$ cat src/rtl/heartbeat_health_monitor_unit_defines.svh
// assertion macros shared by the heartbeat health monitor rtl
// no dependencies; included by hhm_core, the file that carries concurrent assertions
`ifndef HEARTBEAT_HEALTH_MONITOR_UNIT_DEFINES_SVH
`define HEARTBEAT_HEALTH_MONITOR_UNIT_DEFINES_SVH

// same-cycle implication, disabled while in reset
`define HHM_ASSERT_NOW(label, clk, rst_n, cond, conseq) \
    label: assert property (@(posedge clk) disable iff (!rst_n) (cond) |-> (conseq)) \
        else $error("hhm: same-cycle check failed");

// next-cycle implication, disabled while in reset
`define HHM_ASSERT_NEXT(label, clk, rst_n, cond, conseq) \
    label: assert property (@(posedge clk) disable iff (!rst_n) (cond) |=> (conseq)) \
        else $error("hhm: next-cycle check failed");

`endif

$ cat src/rtl/hhm_pkg.sv
// shared types and constants of the heartbeat health monitor
// no dependencies; imported by every module of the block
package hhm_pkg;

    localparam int AGE_BITS_DEF   = 16;
    localparam int COUNT_BITS_DEF = 8;

    // command codes
    localparam logic [2:0] CMD_TICK      = 3'd0;
    localparam logic [2:0] CMD_HEARTBEAT = 3'd1;
    localparam logic [2:0] CMD_SERVICE   = 3'd2;
    localparam logic [2:0] CMD_FORCE     = 3'd3;
    localparam logic [2:0] CMD_ENABLE    = 3'd4;
    localparam logic [2:0] CMD_DISABLE   = 3'd5;

    // link states
    localparam logic [1:0] ST_NOT_READY = 2'd0;
    localparam logic [1:0] ST_READY     = 2'd1;
    localparam logic [1:0] ST_DEGRADED  = 2'd2;

    // configuration register indexes
    localparam int         CFG_IDX_W       = 2;
    localparam logic [1:0] CFG_TIMEOUT     = 2'd0;
    localparam logic [1:0] CFG_FAIL_THR    = 2'd1;
    localparam logic [1:0] CFG_RECOV_THR   = 2'd2;

    localparam int TIMEOUT_RESET   = 10;
    localparam int FAIL_THR_RESET  = 3;
    localparam int RECOV_THR_RESET = 3;

    // input item: cmd, report_ok, force_request
    localparam int IN_FIELD_BITS = 6;
    localparam int IN_TDATA_W    = ((IN_FIELD_BITS + 7) / 8) * 8;

    typedef struct packed {
        logic [1:0] link_state;
        logic       state_changed;
        logic       accepted;
        logic       status_valid;
    } hhm_flags_t;

    localparam int FLAGS_BITS = 5;

endpackage

$ cat src/rtl/hhm_cfg_regs.sv
// configuration registers of the heartbeat health monitor
// depends on hhm_pkg
module hhm_cfg_regs
    import hhm_pkg::*;
#(
    parameter int AGE_BITS   = AGE_BITS_DEF,
    parameter int COUNT_BITS = COUNT_BITS_DEF,
    parameter int CFG_W      = (AGE_BITS > COUNT_BITS) ? AGE_BITS : COUNT_BITS
)
(
    input  logic                  clk,
    input  logic                  rst_n,
    input  logic                  cfg_wen,
    input  logic [CFG_IDX_W-1:0]  cfg_index,
    input  logic [CFG_W-1:0]      cfg_data,
    output logic [AGE_BITS-1:0]   heartbeat_timeout,
    output logic [COUNT_BITS-1:0] fail_threshold,
    output logic [COUNT_BITS-1:0] recovery_threshold
);

    logic [AGE_BITS-1:0]   timeout_reg;
    logic [COUNT_BITS-1:0] fail_thr_reg;
    logic [COUNT_BITS-1:0] recov_thr_reg;

    always_ff @(posedge clk or negedge rst_n)
    begin
        if (!rst_n)
        begin
            timeout_reg   <= AGE_BITS'(TIMEOUT_RESET);
            fail_thr_reg  <= COUNT_BITS'(FAIL_THR_RESET);
            recov_thr_reg <= COUNT_BITS'(RECOV_THR_RESET);
        end
        else if (cfg_wen)
        begin
            unique case (cfg_index)
                CFG_TIMEOUT:   timeout_reg   <= cfg_data[AGE_BITS-1:0];
                CFG_FAIL_THR:  fail_thr_reg  <= cfg_data[COUNT_BITS-1:0];
                CFG_RECOV_THR: recov_thr_reg <= cfg_data[COUNT_BITS-1:0];
                default:
                begin
                end
            endcase
        end
    end

    assign heartbeat_timeout  = timeout_reg;
    assign fail_threshold     = fail_thr_reg;
    assign recovery_threshold = recov_thr_reg;

endmodule

$ cat src/rtl/hhm_in_stage.sv
// input register of the heartbeat health monitor: holds one item for the core
// depends on hhm_pkg
module hhm_in_stage
    import hhm_pkg::*;
(
    input  logic                  clk,
    input  logic                  rst_n,
    input  logic                  s_tvalid,
    output logic                  s_tready,
    input  logic [IN_TDATA_W-1:0] s_tdata,
    input  logic                  advance,
    output logic                  item_valid,
    output logic [2:0]            cmd,
    output logic                  report_ok,
    output logic [1:0]            force_request
);

    logic                     valid_reg;
    logic                     valid_next;
    logic [IN_FIELD_BITS-1:0] data_reg;

    // a held item leaves when the core advances, so a new one may enter the same cycle
    assign s_tready = !valid_reg || advance;

    always_comb
    begin
        valid_next = valid_reg;
        if (s_tready)
        begin
            valid_next = s_tvalid;
        end
    end

    always_ff @(posedge clk or negedge rst_n)
    begin
        if (!rst_n)
        begin
            valid_reg <= 1'b0;
        end
        else
        begin
            valid_reg <= valid_next;
        end
    end

    always_ff @(posedge clk)
    begin
        if (s_tvalid && s_tready)
        begin
            data_reg <= s_tdata[IN_FIELD_BITS-1:0];
        end
    end

    assign item_valid    = valid_reg;
    assign cmd           = data_reg[2:0];
    assign report_ok     = data_reg[3];
    assign force_request = data_reg[5:4];

endmodule

$ cat src/rtl/hhm_core.sv
// link state, heartbeat age and service counters with their update on each accepted item
// depends on hhm_pkg and heartbeat_health_monitor_unit_defines.svh
`include "heartbeat_health_monitor_unit_defines.svh"
module hhm_core
    import hhm_pkg::*;
#(
    parameter int AGE_BITS   = AGE_BITS_DEF,
    parameter int COUNT_BITS = COUNT_BITS_DEF
)
(
    input  logic                  clk,
    input  logic                  rst_n,
    input  logic                  fire,
    input  logic [2:0]            cmd,
    input  logic                  report_ok,
    input  logic [1:0]            force_request,
    input  logic [AGE_BITS-1:0]   heartbeat_timeout,
    input  logic [COUNT_BITS-1:0] fail_threshold,
    input  logic [COUNT_BITS-1:0] recovery_threshold,
    output hhm_flags_t            flags,
    output logic [AGE_BITS-1:0]   age_out,
    output logic [COUNT_BITS-1:0] fail_out,
    output logic [COUNT_BITS-1:0] recovery_out
);

    localparam logic [AGE_BITS-1:0]   AGE_MAX = {AGE_BITS{1'b1}};
    localparam logic [COUNT_BITS-1:0] CNT_MAX = {COUNT_BITS{1'b1}};

    logic                  enabled_reg,  enabled_next;
    logic [1:0]            state_reg,    state_next;
    logic [1:0]            fvalue_reg,   fvalue_next;
    logic                  factive_reg,  factive_next;
    logic                  seen_reg,     seen_next;
    logic [AGE_BITS-1:0]   age_reg,      age_next;
    logic [COUNT_BITS-1:0] fail_reg,     fail_next;
    logic [COUNT_BITS-1:0] recov_reg,    recov_next;

    logic                  changed;
    logic                  acc;
    logic [1:0]            target;
    logic [AGE_BITS-1:0]   age_inc;
    logic [COUNT_BITS-1:0] fail_inc;
    logic [COUNT_BITS-1:0] recov_inc;

    assign age_inc   = (age_reg == AGE_MAX) ? age_reg : age_reg + AGE_BITS'(1);
    assign fail_inc  = (fail_reg == CNT_MAX) ? fail_reg : fail_reg + COUNT_BITS'(1);
    assign recov_inc = (recov_reg == CNT_MAX) ? recov_reg : recov_reg + COUNT_BITS'(1);

    always_comb
    begin
        enabled_next = enabled_reg;
        state_next   = state_reg;
        fvalue_next  = fvalue_reg;
        factive_next = factive_reg;
        seen_next    = seen_reg;
        age_next     = age_reg;
        fail_next    = fail_reg;
        recov_next   = recov_reg;
        changed      = 1'b0;
        acc          = 1'b0;
        target       = ST_NOT_READY;

        unique case (cmd)
            CMD_TICK:
            begin
                if (enabled_reg)
                begin
                    acc      = 1'b1;
                    age_next = age_inc;
                    // derivation looks at the age after this tick
                    if (factive_reg)
                    begin
                        target = fvalue_reg;
                    end
                    else if (!seen_reg || age_inc >= heartbeat_timeout)
                    begin
                        target = ST_NOT_READY;
                    end
                    else if (fail_reg >= fail_threshold)
                    begin
                        target = ST_DEGRADED;
                    end
                    else
                    begin
                        target = ST_READY;
                    end
                    changed    = (target != state_reg);
                    state_next = target;
                end
            end
            CMD_HEARTBEAT:
            begin
                if (enabled_reg)
                begin
                    acc = 1'b1;
                    if (report_ok)
                    begin
                        seen_next = 1'b1;
                        age_next  = '0;
                    end
                end
            end
            CMD_SERVICE:
            begin
                if (enabled_reg)
                begin
                    acc = 1'b1;
                    if (report_ok)
                    begin
                        fail_next  = '0;
                        recov_next = recov_inc;
                    end
                    else
                    begin
                        recov_next = '0;
                        fail_next  = fail_inc;
                    end
                    if (recov_next >= recovery_threshold)
                    begin
                        fail_next = '0;
                    end
                end
            end
            CMD_FORCE:
            begin
                if (enabled_reg && force_request <= ST_DEGRADED)
                begin
                    acc          = 1'b1;
                    fvalue_next  = force_request;
                    factive_next = 1'b1;
                    changed      = (force_request != state_reg);
                    state_next   = force_request;
                end
            end
            CMD_ENABLE:
            begin
                enabled_next = 1'b1;
                fvalue_next  = ST_NOT_READY;
                state_next   = ST_NOT_READY;
                factive_next = 1'b0;
                seen_next    = 1'b0;
                age_next     = '0;
                fail_next    = '0;
                recov_next   = '0;
                changed      = 1'b1;
                acc          = 1'b1;
            end
            CMD_DISABLE:
            begin
                // forced value survives a disable
                enabled_next = 1'b0;
                state_next   = ST_NOT_READY;
                factive_next = 1'b0;
                seen_next    = 1'b0;
                age_next     = '0;
                fail_next    = '0;
                recov_next   = '0;
                acc          = 1'b1;
            end
            default:
            begin
            end
        endcase
    end

    always_ff @(posedge clk or negedge rst_n)
    begin
        if (!rst_n)
        begin
            enabled_reg <= 1'b0;
            state_reg   <= ST_NOT_READY;
            fvalue_reg  <= ST_NOT_READY;
            factive_reg <= 1'b0;
            seen_reg    <= 1'b0;
            age_reg     <= '0;
            fail_reg    <= '0;
            recov_reg   <= '0;
        end
        else if (fire)
        begin
            enabled_reg <= enabled_next;
            state_reg   <= state_next;
            fvalue_reg  <= fvalue_next;
            factive_reg <= factive_next;
            seen_reg    <= seen_next;
            age_reg     <= age_next;
            fail_reg    <= fail_next;
            recov_reg   <= recov_next;
        end
    end

    assign flags.link_state    = state_next;
    assign flags.state_changed = changed;
    assign flags.accepted      = acc;
    assign flags.status_valid  = enabled_next;
    assign age_out             = age_next;
    assign fail_out            = fail_next;
    assign recovery_out        = recov_next;

    `HHM_ASSERT_NOW(a_disabled_cleared, clk, rst_n, !enabled_reg,
        state_reg == ST_NOT_READY && age_reg == '0 && fail_reg == '0 && recov_reg == '0)
    `HHM_ASSERT_NOW(a_counts_exclusive, clk, rst_n, fail_reg != '0, recov_reg == '0)
    `HHM_ASSERT_NOW(a_force_needs_enable, clk, rst_n, factive_reg, enabled_reg)
    `HHM_ASSERT_NEXT(a_enable_resets, clk, rst_n, fire && cmd == CMD_ENABLE,
        enabled_reg && state_reg == ST_NOT_READY && !factive_reg && !seen_reg)

endmodule

$ cat src/rtl/hhm_out_stage.sv
// result register of the heartbeat health monitor, packs one result item
// depends on hhm_pkg
module hhm_out_stage
    import hhm_pkg::*;
#(
    parameter int AGE_BITS   = AGE_BITS_DEF,
    parameter int COUNT_BITS = COUNT_BITS_DEF,
    parameter int OUT_W      = ((FLAGS_BITS + AGE_BITS + 2 * COUNT_BITS + 7) / 8) * 8
)
(
    input  logic                  clk,
    input  logic                  rst_n,
    input  logic                  item_valid,
    input  hhm_flags_t            flags,
    input  logic [AGE_BITS-1:0]   age_out,
    input  logic [COUNT_BITS-1:0] fail_out,
    input  logic [COUNT_BITS-1:0] recovery_out,
    output logic                  advance,
    output logic                  m_tvalid,
    input  logic                  m_tready,
    output logic [OUT_W-1:0]      m_tdata
);

    localparam int FIELD_W = FLAGS_BITS + AGE_BITS + 2 * COUNT_BITS;

    logic               valid_reg;
    logic               valid_next;
    logic [OUT_W-1:0]   data_reg;
    logic [FIELD_W-1:0] packed_fields;

    // register frees up when empty or when its item is taken
    assign advance = !valid_reg || m_tready;

    assign packed_fields = {recovery_out, fail_out, age_out, flags.status_valid,
                            flags.accepted, flags.state_changed, flags.link_state};

    always_comb
    begin
        valid_next = valid_reg;
        if (advance)
        begin
            valid_next = item_valid;
        end
    end

    always_ff @(posedge clk or negedge rst_n)
    begin
        if (!rst_n)
        begin
            valid_reg <= 1'b0;
        end
        else
        begin
            valid_reg <= valid_next;
        end
    end

    always_ff @(posedge clk)
    begin
        if (advance && item_valid)
        begin
            data_reg <= OUT_W'(packed_fields);
        end
    end

    assign m_tvalid = valid_reg;
    assign m_tdata  = data_reg;

endmodule

$ cat src/rtl/heartbeat_health_monitor_unit.sv
// heartbeat health monitor top level: input register, update core, result register
// an accepted item waits in the input register; its result is then registered in the result register
// throughput: one item per cycle while results are taken, as the state registers update on every item
// a stalled result holds the core; the input register still takes one more item
// reset (rst_n low, asynchronous): monitor disabled, state not ready, counters zero,
// timeout 10, fail and recovery thresholds 3
module heartbeat_health_monitor_unit
    import hhm_pkg::*;
#(
    parameter int AGE_BITS   = AGE_BITS_DEF,
    parameter int COUNT_BITS = COUNT_BITS_DEF,
    parameter int CFG_W      = (AGE_BITS > COUNT_BITS) ? AGE_BITS : COUNT_BITS,
    parameter int OUT_W      = ((FLAGS_BITS + AGE_BITS + 2 * COUNT_BITS + 7) / 8) * 8
)
(
    input  logic                  clk,
    input  logic                  rst_n,
    input  logic                  cfg_wen,
    input  logic [CFG_IDX_W-1:0]  cfg_index,
    input  logic [CFG_W-1:0]      cfg_data,
    input  logic                  s_tvalid,
    output logic                  s_tready,
    // cmd[2:0], report_ok, force_request[1:0], zero fill
    input  logic [IN_TDATA_W-1:0] s_tdata,
    output logic                  m_tvalid,
    input  logic                  m_tready,
    // link_state[1:0], state_changed, accepted, status_valid, age_out,
    // fail_out, recovery_out, zero fill
    output logic [OUT_W-1:0]      m_tdata
);

    logic                  advance;
    logic                  item_valid;
    logic                  fire;
    logic [2:0]            cmd;
    logic                  report_ok;
    logic [1:0]            force_request;
    logic [AGE_BITS-1:0]   heartbeat_timeout;
    logic [COUNT_BITS-1:0] fail_threshold;
    logic [COUNT_BITS-1:0] recovery_threshold;
    hhm_flags_t            flags;
    logic [AGE_BITS-1:0]   age_out;
    logic [COUNT_BITS-1:0] fail_out;
    logic [COUNT_BITS-1:0] recovery_out;

    assign fire = item_valid && advance;

    hhm_cfg_regs #(
        .AGE_BITS   (AGE_BITS),
        .COUNT_BITS (COUNT_BITS),
        .CFG_W      (CFG_W)
    ) u_cfg (
        .clk                (clk),
        .rst_n              (rst_n),
        .cfg_wen            (cfg_wen),
        .cfg_index          (cfg_index),
        .cfg_data           (cfg_data),
        .heartbeat_timeout  (heartbeat_timeout),
        .fail_threshold     (fail_threshold),
        .recovery_threshold (recovery_threshold)
    );

    hhm_in_stage u_in (
        .clk           (clk),
        .rst_n         (rst_n),
        .s_tvalid      (s_tvalid),
        .s_tready      (s_tready),
        .s_tdata       (s_tdata),
        .advance       (advance),
        .item_valid    (item_valid),
        .cmd           (cmd),
        .report_ok     (report_ok),
        .force_request (force_request)
    );

    hhm_core #(
        .AGE_BITS   (AGE_BITS),
        .COUNT_BITS (COUNT_BITS)
    ) u_core (
        .clk                (clk),
        .rst_n              (rst_n),
        .fire               (fire),
        .cmd                (cmd),
        .report_ok          (report_ok),
        .force_request      (force_request),
        .heartbeat_timeout  (heartbeat_timeout),
        .fail_threshold     (fail_threshold),
        .recovery_threshold (recovery_threshold),
        .flags              (flags),
        .age_out            (age_out),
        .fail_out           (fail_out),
        .recovery_out       (recovery_out)
    );

    hhm_out_stage #(
        .AGE_BITS   (AGE_BITS),
        .COUNT_BITS (COUNT_BITS),
        .OUT_W      (OUT_W)
    ) u_out (
        .clk          (clk),
        .rst_n        (rst_n),
        .item_valid   (item_valid),
        .flags        (flags),
        .age_out      (age_out),
        .fail_out     (fail_out),
        .recovery_out (recovery_out),
        .advance      (advance),
        .m_tvalid     (m_tvalid),
        .m_tready     (m_tready),
        .m_tdata      (m_tdata)
    );

endmodule

$ cat config.mk
export PLATFORM = sky130hd
export DESIGN_NAME = heartbeat_health_monitor_unit
export DESIGN_NICKNAME = d
export VERILOG_FILES = /design/src/rtl/hhm_pkg.sv /design/src/rtl/hhm_cfg_regs.sv /design/src/rtl/hhm_in_stage.sv /design/src/rtl/hhm_core.sv /design/src/rtl/hhm_out_stage.sv /design/src/rtl/heartbeat_health_monitor_unit.sv
export VERILOG_INCLUDE_DIRS = /design/src /design/src/rtl
export SDC_FILE = /design/constraint.sdc
export NUM_CORES = 1
export LEC_CHECK = 0
export ABC_CLOCK_PERIOD_IN_PS = 9800
export BUFFER_PORTS_ARGS = -buffer_cell sky130_fd_sc_hd__buf_2
export CAP_MARGIN = 10
export CORE_AREA = 2 2 111 113
export DETAILED_ROUTE_END_ITERATION = 6
export DIE_AREA = 0 0 113 115
export PLACE_DENSITY_LB_ADDON = 0.05
export SLEW_MARGIN = 40
export SYNTH_ARGS = -nofsm -noshare
export SYNTH_HDL_FRONTEND = slang
export SYNTH_SLANG_ARGS = --single-unit
$ cat constraint.sdc
create_clock -name clk -period 9.8 [get_ports clk]
set_clock_uncertainty 0.15 [all_clocks]
set_input_delay 0.49 -clock clk [delete_from_list [all_inputs] [get_ports clk]]
set_output_delay 0.49 -clock clk [all_outputs]
set_load 0.005 [all_outputs]
==> Word-level counts from Yosys, hierarchy flattened <==
Cells that the tools add are included.
Widths: inputs -> output; s select.
{ "totals": {"latch_bits": 0, "out_inout_bits": 42, "input_bits": 31, "register_bits": 116, "word_cells": 97, "mem_bits_ro": 0, "ram_bits": 0, "mem_count": 0} }
{ "op_classes": {"n_reduce_logical": 22, "muxes": 38, "n_eq_ne": 15, "add_sub_neg": 3, "magnitude_cmp": 4, "bitwise_logic": 0, "shift": 0, "n_div": 0, "multipliers": 0} }
{ "ops": {"columns": ["op", "count"], "rows": [
  ["$mux 8", 9],
  ["$mux 16", 4],
  ["$pmux 16 s3", 1],
  ["$pmux 8 s2", 2],
  ["$add 16x1->16 const B", 1],
  ["$add 8x1->8 const B", 2],
  ["$eq 16x16->1 const B", 1],
  ["$eq 8x8->1 const B", 2],
  ["$ge 16x16->1", 1],
  ["$ge 8x8->1", 2],
  ["$mux 2", 8],
  ["$mux 1", 7],
  ["$eq 3x2->1 const B", 2],
  ["$eq 3x3->1 const B", 2],
  ["$pmux 1 s2", 3],
  ["$pmux 1 s3", 2],
  ["$pmux 2 s3", 1],
  ["$reduce_and 2->1", 3],
  ["$reduce_and 3->1", 2],
  ["$reduce_bool 2->1", 3],
  ["$ne 2x1->1 const B", 2],
  ["$ne 2x2->1", 2],
  ["$pmux 2 s2", 1],
  ["$reduce_and 4->1", 1],
  ["12 further kinds", 18]
]} }

==> Longest topological paths before layout <==
{ "depth": {"depth_word": 11, "ltp_mapped": 17, "mapped_depth_nobuf": 15} }

==> By module <==
From an unflattened synthesis, not the netlist that was laid out.
{ "unflattened": {"cells_unflattened": 674, "area_unflattened_um2": 6782.8} }
{ "by_module_without_submodules": {"columns": ["module", "cells_per_inst", "seq_area_each_um2", "area_each_um2", "instances"], "rows": [
  ["hhm_core", 550, 975.9, 4137.7, 1],
  ["hhm_cfg_regs", 68, 808.3, 1213.7, 1],
  ["hhm_out_stage", 45, 1136.1, 1191.1, 1],
  ["hhm_in_stage", 10, 205.2, 234.0, 1],
  ["heartbeat_health_monitor_unit", 1, 0.0, 6.3, 1]
]} }

==> Least setup slack after synthesis <==
Ideal clock, no wire load.
{ "synth_timing": {"path_type": "flip-flop to flip-flop", "from": "register u_core.age_reg[4]", "to": "register u_out.data_reg[2] (netlist: u_out.m_tdata[2]) (data pin)", "path_buffers": 2, "arrival_ns": 3.343, "path_slack_ns": 6.051, "stages_incl_launch_ff": 16, "setup_ns": 0.256, "period_less_slack_ns": 3.749, "required_time_ns": 9.394, "cell_sequence": "dfrtp_1 > buf_4 > nand3_2 > or4_4 > or3_1 > buf_6 > xnor2_1 > ha_1 > nand2b_1 > a2111oi_0 > o31ai_1 > a211o_1 > o21ai_0 > xor2_1 > o21ai_1 > nand2_1"} }
{ "synth_lines": {"columns": ["element", "line_no", "rtl"], "rows": [
  ["start: declaration", "hhm_core.sv:34", "logic [AGE_BITS-1:0] age_reg, age_next;"],
  ["start signal: assignment", "hhm_core.sv:186", "age_reg <= age_next;"],
  ["end signal: assignment", "hhm_out_stage.sv:62", "data_reg <= OUT_W'(packed_fields);"],
  ["end: declaration", "hhm_out_stage.sv:28", "logic [OUT_W-1:0] data_reg;"]
]} }

==> results.sh <==
export IMPL_status="complete, but fails checks"
export IMPL_violations_in_the_final_reports="design-rule violations"
export IMPL_max_slew_margin_rel_pct=48.9
export IMPL_combinational_fraction_of_design_power_pct=11.8
export IMPL_min_clock_period_post_route_ns=4.35
export IMPL_die_area_um2=13000
export IMPL_power_report_internal_total_uw=1030
export IMPL_design_final_nets=793
export IMPL_share_clk_of_total_power_pct=46.0
export IMPL_fmax_mhz=230
export IMPL_fp_coreArea_um2=11800
export IMPL_p_total_uw=1390
export IMPL_yosysMostFrequentCell="nand2_1"
export IMPL_drv_max_cap_violation_count=0
export IMPL_synth_cells=666
export IMPL_cts_clk_slew_worst_paths_ns=0.06
export IMPL_fraction_of_post_synthesis_cell_area_in_the_top_cell_type_by_area_pct=26.1
export IMPL_drt_wirelength_per_cell_um=16.7
export IMPL_worst_setup_path_type="reg -> reg"
export IMPL_synth_seq_cells=116
export IMPL_layout_area_growth_over_synthesis_pct=16.3
export IMPL_via_per_inst=5.83
export IMPL_ant_nets=0
export IMPL_globalRouteTotalUtil_pct=24.1
export IMPL_post_cts_resize_count=0
export IMPL_cts_inserted_buffers=17
export IMPL_cts_num_sinks=116
export IMPL_finalSetupViolations=0
export IMPL_fp_dieW_um=113
export IMPL_effective_utilization_at_floorplan_pct=54.3
export IMPL_critPathRequiredTime_ns=9.82
export IMPL_drive_above_1_share_pct=19.2
export IMPL_insertedDiodeCount=0
export IMPL_drt_pass1_iterations=7
export IMPL_synth_top_area_cell="dfrtp_1"
export IMPL_crit_path_start_kind="flip-flop"
export IMPL_tightestPinTransition_ns=0.760
export IMPL_worstHoldPathType="in -> async"
export IMPL_clk_tree_root_cell="clkbuf_16"
export IMPL_maximum_vdd_ir_drop_v=0.000119
export IMPL_post_cts_repair_setup_buffers=0
export IMPL_grt_antenna_before_repair=0
export IMPL_grt_first_pass_wirelength_um=24200
export IMPL_setup_tns_final_ns=0
export IMPL_drc=3
export IMPL_p_leak_uw=0.00343
export IMPL_place_gp_congestion=0.930
export IMPL_clockBufferDepth=2
export IMPL_slew_violations=0
export IMPL_power_sequential_fraction_pct=42.2
export IMPL_netlist_area_um2=6410
export IMPL_clock_tree_from_tritoncts="built"
export IMPL_route_vias_total=5170
export IMPL_regToRegSetupSlack_ns=5.45
export IMPL_maximum_number_of_pins_on_one_net_before_global_route_repair=74
export IMPL_cp_arrival_ns=4.37
export IMPL_cp_endpoint_kind="flip-flop"
export IMPL_die_height_um=115
export IMPL_yosys_warnings=0
export IMPL_p_per_area_nw_per_um2=186
export IMPL_async_flop_share_pct=62.9
export IMPL_grt_pass1_vias=4954
export IMPL_detailedPlacementHpwl_um=10500
export IMPL_floorplan_io_pins=73
export IMPL_cp_max_fo=10
export IMPL_synth_area_per_cell_um2=9.63
export IMPL_share_of_synthesized_area_occupied_by_flip_flops_and_latches_pct=48.7
export IMPL_totalWireLength_um=14800
export IMPL_fp_row_count=40
export IMPL_synth_edff_count=43
export IMPL_final_period_utilization_pct=44.3
export IMPL_max_reg_flops=37
export IMPL_grt_overflow=0
export IMPL_leading_cell_types_by_count_after_synthesis="nand2_1, dfrtp_1, o21ai_0"
export IMPL_synth_lib_cells_used_distinct=62
export IMPL_cts_hold_buf=0
export IMPL_p_switching_uw=352
export IMPL_power_switching_fraction_pct=25.4
export IMPL_drt_iter0_drc=325
export IMPL_clkLatencyLatePin_ns=0.42
export IMPL_hold_viol_final=0
export IMPL_most_frequently_used_flop_master_after_synthesis="dfrtp_1"
export IMPL_synth_area_leaders="dfrtp_1, edfxtp_1, ha_1"
export IMPL_rsz_0062_raised_after_global_routing="no"
export IMPL_port_buffers=67
export IMPL_clock_tree_htree_level_count=4
[layout by cell type, fill, tap and decap left out, drive strengths merged, types with 5 or more instances in the layout]
cell,synthesis,final
inv,46,47
clkbuf,21,22
ha,35,35
mux2,20,20
o21ai,77,77
xor2,10,10
dfrtp,67,67
dfstp,6,6
a21oi,36,36
xnor2,8,8
clkinv,2,9
nand4,8,8
a31oi,5,5
nand3,26,26
nand2,106,106
nor3,8,8
edfxtp,43,43
nand3b,6,6
nand2b,7,7
o31ai,12,12
and3,10,10
buf,9,70
a21o,10,10
nor2,31,31
o21a,5,5
mux2i,5,5
[through the flow]
stage / hold WS (ns) / util (%) / instances / setup slack (ns) / area, µm²
6_report: 0.0236 / 63.2 / 887 / 5.45 / 7460
5_1_grt: 0.0827 / 63.2 / 887 / 5.24 / 7460
4_1_cts: 0.0768 / 63.1 / 887 / 5.45 / 7460
3_5_place_dp: 0.335 / 57.8 / 855 / 5.46 / 6830
3_3_place_gp: 0.318 / 57.8 / 855 / 5.55 / 6830
2_1_floorplan: 0.0444 / - / 668 / 6.05 / 6420
[final timing paths]
check / start / to / depth (start not counted)
setup / recovery: u_core.age_reg[4]$_DFFE_PN0P_ / u_out.m_tdata[2]$_DFFE_PP_ / 13
setup reg to reg: u_core.age_reg[4]$_DFFE_PN0P_ / u_out.m_tdata[2]$_DFFE_PP_ / 13
hold reg to reg: u_in.item_valid$_DFFE_PN0N_ / u_out.m_tvalid$_DFFE_PN0P_ / 1
max in group asynchronous: rst_n / u_in.item_valid$_DFFE_PN0N_ / 2
hold / removal: rst_n / u_cfg.heartbeat_timeout[15]$_DFFE_PN0P_ / 2
min in group clk: s_tdata[3] / u_in.data_reg[3]$_DFFE_PP_ / 1
[kinds of logic after synthesis]
family | count (synthesis) | share of synthesized area (%)
other | 1 | 0.0585
multiplexers | 25 | 4.29
XOR/XNOR | 18 | 2.57
AO/OA/AOI/OAI | 177 | 16.9
AND/OR/NAND/NOR | 216 | 15.5
buffers and inverters | 78 | 5.05
flip-flops | 116 | 48.7
adder cells (fa/ha/maj) | 35 | 6.83
[final cells by class]
class / instances / area (µm²)
fillers: 962 / 4350
flip-flops and latches: 116 / 3130
multi-input cells: 474 / 2980
clock buffers: 22 / 539
repair buffers: 70 / 362
well taps: 147 / 184
inverters: 48 / 180
clock inverters: 10 / 88.8
[power groups by stage]
stage	combinational [µW]	sequential (µW)	clock, µW
2_1_floorplan	113	581	0
3_3_place_gp	157	591	0
3_5_place_dp	164	593	0
4_1_cts	165	584	646
5_1_grt	187	590	673
6_report	164	584	638
[worst max-delay path, cell delays in order, from the launching register on]
cell and delay, ns:
dfrtp_1 0.54, nand3_2 0.13, or4_4 0.54, or3_1 0.57
xnor2_1 0.24, ha_1 0.25, nand2b_1 0.13, a2111oi_0 0.39
o31ai_1 0.13, a211o_1 0.37, o21ai_0 0.34, xor2_1 0.12
o21ai_1 0.13, nand2_1 0.07
[metal layers]
layer  part of all wire (%)  GRT usage [%]  routed length, µm  vias up
met2                     50           40.7               7420      137
met3                    4.2           5.90                621       29
li1                       -              -                  -     2502
met4                    2.7           11.1                399        0
met1                     43           29.4               6330     2502
met5                      0              0                  0        -
Note: power is estimated with default switching activity, not from simulation.
